<file path="config.mk">
export PLATFORM = sky130hd
export DESIGN_NAME = command_byte_receiver
export DESIGN_NICKNAME = d
export VERILOG_FILES = /design/src/sv/cbr_pkg.sv /design/src/sv/command_byte_receiver.sv
export SDC_FILE = /design/constraint.sdc
export NUM_CORES = 1
export LEC_CHECK = 0
export BUFFER_PORTS_ARGS = -buffer_cell sky130_fd_sc_hd__clkbuf_2
export CAP_MARGIN = 40
export CELL_PAD_IN_SITES_DETAIL_PLACEMENT = 0
export CELL_PAD_IN_SITES_GLOBAL_PLACEMENT = 1
export CORE_MARGIN = 5
export CORE_UTILIZATION = 49
export CTS_CLUSTER_DIAMETER = 100
export DETAILED_ROUTE_END_ITERATION = 8
export HOLD_SLACK_MARGIN = 0.02
export PLACE_DENSITY_LB_ADDON = 0.1
export REMOVE_ABC_BUFFERS = 1
export SYNTH_ARGS = -nofsm -noshare
export SYNTH_HDL_FRONTEND = slang
export SYNTH_SLANG_ARGS = --single-unit
</file>
<file path="constraint.sdc">
create_clock -name clk_i -period 7 [get_ports clk_i]
set_input_delay 1.05 -clock clk_i [delete_from_list [all_inputs] [get_ports clk_i]]
set_output_delay 1.05 -clock clk_i [all_outputs]
set_load 0.05 [all_outputs]
</file>
<file path="src/sv/cbr_pkg.sv">
package cbr_pkg;

  // Default depth of the name / configuration data buffer.
  localparam int unsigned DefStoreDepth = 256;

  // Command-code register file.
  localparam int unsigned NumCodes = 6;
  localparam int unsigned CodeW    = 8;
  localparam int unsigned CfgIdxW  = 3;

  // Register indexes, in the order of the register list.
  localparam logic [CfgIdxW-1:0] RegAck        = 3'd0;
  localparam logic [CfgIdxW-1:0] RegListAll    = 3'd1;
  localparam logic [CfgIdxW-1:0] RegListLog    = 3'd2;
  localparam logic [CfgIdxW-1:0] RegSendFile   = 3'd3;
  localparam logic [CfgIdxW-1:0] RegSendConfig = 3'd4;
  localparam logic [CfgIdxW-1:0] RegNewConfig  = 3'd5;

  // Reset values of the command codes, entry i belongs to register i.
  localparam logic [NumCodes-1:0][CodeW-1:0] CodeReset =
    {8'd5, 8'd4, 8'd3, 8'd2, 8'd1, 8'd0};

  // Field widths.
  localparam int unsigned PhaseW = 4;
  localparam int unsigned WIdxW  = 8;
  localparam int unsigned LenW   = 32;

  // Phase codes seen on the result port.
  localparam logic [PhaseW-1:0] PhaseReady = 4'd0;
  localparam logic [PhaseW-1:0] PhaseError = 4'd13;

  // Result tdata layout, lowest bit first.
  localparam int unsigned OutStateLo = 0;
  localparam int unsigned OutAckBit  = 4;
  localparam int unsigned OutWrBit   = 5;
  localparam int unsigned OutWIdxLo  = 6;
  localparam int unsigned OutLeftLo  = 14;
  localparam int unsigned OutErrBit  = 46;
  localparam int unsigned OutDataW   = 48;

endpackage

</file>
<file path="src/sv/command_byte_receiver.sv">
// Command byte receiver: parses a serial command link one byte per request.
// The result of an accepted request is registered in the result register and shown on m_axis.
// Throughput: one request per cycle; the single result register is refilled in
//   the cycle it is drained, so s_axis_tready only drops while a result is stalled.
// Reset (rst_ni low, asynchronous): phase ready, fill count and length cleared,
//   command codes back to 0..5, no result pending.
module command_byte_receiver #(
  parameter int unsigned STORE_DEPTH = cbr_pkg::DefStoreDepth
) (
  input  logic                              clk_i,
  input  logic                              rst_ni,
  // Command-code register writes
  input  logic                              cfg_we_i,
  input  logic [cbr_pkg::CfgIdxW-1:0]       cfg_idx_i,
  input  logic [cbr_pkg::CodeW-1:0]         cfg_data_i,
  // Incoming requests
  input  logic                              s_axis_tvalid_i,
  output logic                              s_axis_tready_o,
  input  logic [7:0]                        s_axis_tdata_i,  // [7:0] data_byte
  input  logic                              s_axis_tuser_i,  // [0] func (1 = service tick)
  // Results
  output logic                              m_axis_tvalid_o,
  input  logic                              m_axis_tready_i,
  // [3:0] parse_state, [4] send_ack, [5] buffer_write, [13:6] write_index,
  // [45:14] bytes_left, [46] error, [47] zero
  output logic [cbr_pkg::OutDataW-1:0]      m_axis_tdata_o
);

  // Fill count runs up to STORE_DEPTH itself so a full name buffer is visible.
  localparam int unsigned CntW = $clog2(STORE_DEPTH + 1);
  localparam logic [CntW-1:0] DepthC = CntW'(STORE_DEPTH);
  localparam logic [CntW-1:0] LastC  = CntW'(STORE_DEPTH - 1);

  typedef enum logic [cbr_pkg::PhaseW-1:0] {
    PH_READY     = 4'd0,
    PH_ACK       = 4'd1,
    PH_LIST_ALL  = 4'd2,
    PH_LIST_LOG  = 4'd3,
    PH_NAME      = 4'd4,
    PH_NAME_DONE = 4'd5,
    PH_SEND_CFG  = 4'd6,
    PH_LEN0      = 4'd7,
    PH_LEN1      = 4'd8,
    PH_LEN2      = 4'd9,
    PH_LEN3      = 4'd10,
    PH_DATA      = 4'd11,
    PH_DATA_DONE = 4'd12,
    PH_ERROR     = 4'd13
  } phase_e;

  // Command-code registers.
  logic [cbr_pkg::NumCodes-1:0][cbr_pkg::CodeW-1:0] codes_q;

  // Parser state.
  phase_e                      phase_q, phase_d;
  logic [CntW-1:0]             fill_q, fill_d;
  logic [cbr_pkg::LenW-1:0]    rem_q, rem_d;

  // Result register.
  logic                           out_valid_q;
  logic [cbr_pkg::OutDataW-1:0]   out_data_q, out_data_d;

  logic        in_acc;
  logic        ack;
  logic        wrote;
  logic [CntW-1:0] pos;
  logic [31:0] pos_ext;
  logic [cbr_pkg::WIdxW-1:0] widx;
  logic [cbr_pkg::LenW-1:0]  rem_dec;
  logic [cbr_pkg::NumCodes-1:0] hit;
  phase_e      cmd_phase;

  // Accept a request whenever the result register is empty or being drained.
  assign s_axis_tready_o = !out_valid_q || m_axis_tready_i;
  assign in_acc          = s_axis_tvalid_i && s_axis_tready_o;

  // Compare the byte against all six codes at once; lowest register wins.
  always_comb begin
    for (int i = 0; i < cbr_pkg::NumCodes; i++) begin
      hit[i] = (codes_q[i] == s_axis_tdata_i);
    end
    if (hit[cbr_pkg::RegAck]) begin
      cmd_phase = PH_ACK;
    end else if (hit[cbr_pkg::RegListAll]) begin
      cmd_phase = PH_LIST_ALL;
    end else if (hit[cbr_pkg::RegListLog]) begin
      cmd_phase = PH_LIST_LOG;
    end else if (hit[cbr_pkg::RegSendFile]) begin
      cmd_phase = PH_NAME;
    end else if (hit[cbr_pkg::RegSendConfig]) begin
      cmd_phase = PH_SEND_CFG;
    end else if (hit[cbr_pkg::RegNewConfig]) begin
      cmd_phase = PH_LEN0;
    end else begin
      cmd_phase = PH_ERROR;
    end
  end

  // Data bytes wrap: a count at full depth restarts at position zero.
  assign pos     = (fill_q >= DepthC) ? '0 : fill_q;
  assign rem_dec = (rem_q != '0) ? rem_q - 32'd1 : rem_q;

  // Next state and result for the request at the input.
  always_comb begin
    phase_d = phase_q;
    fill_d  = fill_q;
    rem_d   = rem_q;
    ack     = 1'b0;
    wrote   = 1'b0;
    pos_ext = '0;

    if (s_axis_tuser_i) begin
      // Service tick: only the ack request reacts.
      if (phase_q == PH_ACK) begin
        ack     = 1'b1;
        phase_d = PH_READY;
      end
    end else begin
      case (phase_q)
        PH_READY: begin
          fill_d  = '0;
          rem_d   = '0;
          phase_d = cmd_phase;
        end
        PH_NAME: begin
          if (fill_q >= DepthC) begin
            phase_d = PH_ERROR;
          end else begin
            wrote   = 1'b1;
            pos_ext = 32'(fill_q);
            fill_d  = fill_q + CntW'(1);
            if (s_axis_tdata_i == 8'd0) begin
              phase_d = PH_NAME_DONE;
            end
          end
        end
        PH_LEN0: begin
          rem_d   = {24'd0, s_axis_tdata_i};
          phase_d = PH_LEN1;
        end
        PH_LEN1: begin
          rem_d   = {rem_q[31:16], s_axis_tdata_i, rem_q[7:0]};
          phase_d = PH_LEN2;
        end
        PH_LEN2: begin
          rem_d   = {rem_q[31:24], s_axis_tdata_i, rem_q[15:0]};
          phase_d = PH_LEN3;
        end
        PH_LEN3: begin
          rem_d   = {s_axis_tdata_i, rem_q[23:0]};
          phase_d = ((s_axis_tdata_i == 8'd0) && (rem_q[23:0] == 24'd0)) ?
                    PH_DATA_DONE : PH_DATA;
        end
        PH_DATA: begin
          wrote   = 1'b1;
          pos_ext = 32'(pos);
          fill_d  = (pos == LastC) ? '0 : pos + CntW'(1);
          rem_d   = rem_dec;
          if (rem_dec == '0) begin
            phase_d = PH_DATA_DONE;
          end
        end
        // Pending, complete and error phases: any byte is an error.
        default: begin
          phase_d = PH_ERROR;
        end
      endcase
    end
  end

  assign widx = pos_ext[cbr_pkg::WIdxW-1:0];

  // Pack the result word; the concatenation lists the highest field first.
  assign out_data_d = {1'b0, (phase_d == PH_ERROR), rem_d, widx, wrote, ack, phase_d};

  // Command-code writes; indexes past the list are dropped.
  always_ff @(posedge clk_i or negedge rst_ni) begin
    if (!rst_ni) begin
      codes_q <= cbr_pkg::CodeReset;
    end else if (cfg_we_i && (cfg_idx_i < cbr_pkg::CfgIdxW'(cbr_pkg::NumCodes))) begin
      codes_q[cfg_idx_i] <= cfg_data_i;
    end
  end

  // Parser state advances only on an accepted request; the result register
  // loads on accept and holds while stalled.
  always_ff @(posedge clk_i or negedge rst_ni) begin
    if (!rst_ni) begin
      phase_q     <= PH_READY;
      fill_q      <= '0;
      rem_q       <= '0;
      out_valid_q <= 1'b0;
      out_data_q  <= '0;
    end else begin
      if (s_axis_tready_o) begin
        out_valid_q <= s_axis_tvalid_i;
      end
      if (in_acc) begin
        phase_q    <= phase_d;
        fill_q     <= fill_d;
        rem_q      <= rem_d;
        out_data_q <= out_data_d;
      end
    end
  end

  assign m_axis_tvalid_o = out_valid_q;
  assign m_axis_tdata_o  = out_data_q;

endmodule

</file>
==> impl_metrics.ini <==
[finish]
multi_input_area_um2 = 3670
fin_nets = 787
area_growth_pct = 12.6
n_antenna_cell = 0
design_area_um2 = 7350
drive_gt1_frac = 0.231
final-seq-area_um2 = 2640
fill_cells = 1201

[power]
power_density_nw_per_um2 = 439
power_mw = 3.22
p_clk_frac = 0.159
swShare = 0.501
cell_internal_pwr_mw = 1.61
p_sw_mw = 1.61
p_comb_frac = 0.527
power.leakage_nw = 3.10
vdd_drop_max_uv = 247
seqPwrFrac = 0.314

[die]
ioPinCount = 75
rows = 42
start_util = 0.497
die_h_um = 125
die_area_um2 = 15700
coreArea_um2 = 13100
die_w_um = 125

[min_path]
hp-class = reg2reg
worstHoldPathCells = 2

[detailed_routing]
wire_per_inst_um = 20.2
drc_errors = 0
vias_per_cell = 6.19
routed_wl_um = 18900
vias = 5806
final_antenna_net_count = 0
first_iter_violations = 597
drt_pre_antenna_iters = 5

[setup_path]
path_cells = nor4_4, nand4b_1, or3b_2, o211ai_1, or4b_1, nor4_1, a21oi_1, nor3_2, a31oi_1
worstSetupEndpointType = flip-flop
critical-path-slowest-cell = or3b_2
critPathKind = reg2reg
required_ps = 7240
start_kind = flip-flop
worstPathArrival_ps = 3920
crit_fanout = 16
r2r_cells = 9
max_stage_delay_ps = 650

[synthesis]
ys.flop_type = dfrtp_1
ys_types = 71
ys_seq_area_frac = 0.404
synth-edff-count = 0
async_flop_share = 1.00
netlist_area_um2 = 6530
yosysWarnings = 0
synthCells = 705
syn_area_per_cell_um2 = 9.26
ys_ff_latch = 105

[placed_design]
post_dp_cell_area_um2 = 7050
globalplace.congestion = 0.965
io_buffers = 73
dp_slack_ps = 3360
hpwl_um = 13400

[sta]
period_minus_slack_ps = 3680
finalCritPeriodShare = 0.526
skew_ps = 11.0
rsz0062_at_grt = no
slew_headroom = 0.412
setup_ws_ps = 3320
slew_violations = 0
setup_tns_ps = 0
worstMarginPinSlew_ps = 879
setup_viol = 0
timing.fmax_mhz = 272
hold_viol = 0

[cts]
cts_hold_buf = 0
post_cts_buffers = 0
cts_sinks = 105
clk_pin_slew_ps = 80
clock_tree.buffer_depth = 2
cts_tree = done
ctsRootBufferMaster = clkbuf_16
cts_buffers = 9
cts_resized = 0
htree_num_levels = 3
insertion_delay_ps = 360

[outcome]
run_status = completed

[global_routing]
antenna_found_initial = 0
grt_overflow = 0
grt_pass1_wl_um = 30900
grt_max_degree = 55
grt_pass1_vias = 5633
grtUsageTotal = 0.243

[job]
cap_violations = 0
-- critical path: cells and delay by family, from the launching register on --
kind / cells / cell delay, ps
AOI/OAI and AO/OA: 3 / 400
DFF: 1 / 520
and+or+nand+nor: 6 / 2630
-- final timing paths --
kind / slack [ps] / startpoint / to
max in group asynchronous: 5340 / rst_ni / codes_q[40]
min in group asynchronous: 600 / rst_ni / rem_q[4]
max: 3320 / rem_q[2] / phase_q[0]
min reg2reg: 500 / m_axis_tdata_o[4] / m_axis_tdata_o[4]
min: 500 / m_axis_tdata_o[4] / m_axis_tdata_o[4]
max reg2reg: 3320 / rem_q[2] / phase_q[0]
-- logic make-up after synthesis --
| group | Yosys count | synth area share |
|---|---|---|
| AO/OA/AOI/OAI | 177 | 0.172 |
| XOR/XNOR | 56 | 0.0752 |
| adder cells (fa/ha/maj) | 5 | 0.00959 |
| buffers and inverters | 55 | 0.0349 |
| flip-flops | 105 | 0.404 |
| multiplexers | 49 | 0.0844 |
| other | 1 | 0.000575 |
| AND/OR/NAND/NOR | 257 | 0.220 |
-- synth_stat cells (all sizes together), types with 3 or more instances --
library cell   n  area, um2
inv            9       33.8
nor3b          6       45.0
a21o           3       22.5
nand4b         4       35.0
xor2          36        315
and2           3       18.8
clkbuf        37        139
and3           6       37.5
a221oi         3       26.3
ha             5       62.6
a32oi          4       35.0
a21oi         29        145
nand2         53        199
a22oi         18        135
a211oi         3       27.5
dfstp          7        184
nand3         11       55.1
nand4         10       68.8
dfrtp         98       2450
or3            7       43.8
nor2b          4       25.0
nor2          56        210
mux2          48        541
nand2b         9       56.3
a31oi          5       31.3
nor3          30        155
nand3b         7       52.6
a22o          10       87.6
o21ai         71        355
or3b           3       26.3
or4            6       48.8
nor4          32        260
or2            3       18.8
o31ai          8       60.1
xnor2         20        175
o31a           3       26.3
buf            9       55.0
o211ai         4       30.0
-- power groups by stage --
stage / clock network (mW) / logic [mW] / registers, mW
5_1_grt: 0.548 / 1.85 / 1.04
2_1_floorplan: 0 / 0.987 / 1.22
3_3_place_gp: 0 / 1.65 / 1.01
4_1_cts: 0.522 / 1.68 / 1.01
6_report: 0.511 / 1.70 / 1.01
3_5_place_dp: 0 / 1.68 / 1.02
-- metal layers --
metal / share of wire / up-vias / track usage
met5: 0 / - / 0
met4: 0.023 / 0 / 0.0797
met3: 0.066 / 28 / 0.0448
met2: 0.44 / 209 / 0.358
met1: 0.47 / 2870 / 0.361
li1: - / 2699 / -
-- cell usage in the layout, fill, tap and decap left out, types with 10 or more instances in the layout --
| cell | netlist | final |
|---|---|---|
| dfrtp_1 | 98 | 98 |
| clkbuf_2 | 0 | 72 |
| o21ai_0 | 69 | 68 |
| nor2_1 | 56 | 56 |
| nand2_1 | 53 | 53 |
| mux2_2 | 48 | 48 |
| xor2_1 | 36 | 36 |
| nor3_1 | 29 | 29 |
| a21oi_1 | 29 | 29 |
| nor4_1 | 28 | 28 |
| xnor2_1 | 20 | 20 |
| a22oi_1 | 18 | 18 |
| nand3_1 | 11 | 11 |
| a22o_1 | 10 | 10 |
-- final cells by class --
type / instances / share of cell area
multi-input combinational: 545 / 0.499
clock inverter: 6 / 0.00766
tap: 176 / 0.0300
inverter: 9 / 0.00460
timing repair buffer: 87 / 0.0676
sequential: 105 / 0.359
clock buffer: 10 / 0.0325
-- per-stage QoR --
step | util | std cells | hold slack [ps]
2_1_floorplan | - | 659 | 484
3_3_place_gp | 0.532 | 916 | 471
3_5_place_dp | 0.537 | 922 | 480
4_1_cts | 0.559 | 938 | 498
5_1_grt | 0.559 | 938 | 526
6_report | 0.559 | 938 | 499
-- state kept, by name, indices dropped and copies added, names as in the netlist --
name	cells
codes_q	48
rem_q	31
m_axis_tdata_o	13
m_axis_tvalid_o	1
phase_q	3
fill_q	9
No activity file was read; power rests on OpenSTA's default activity.
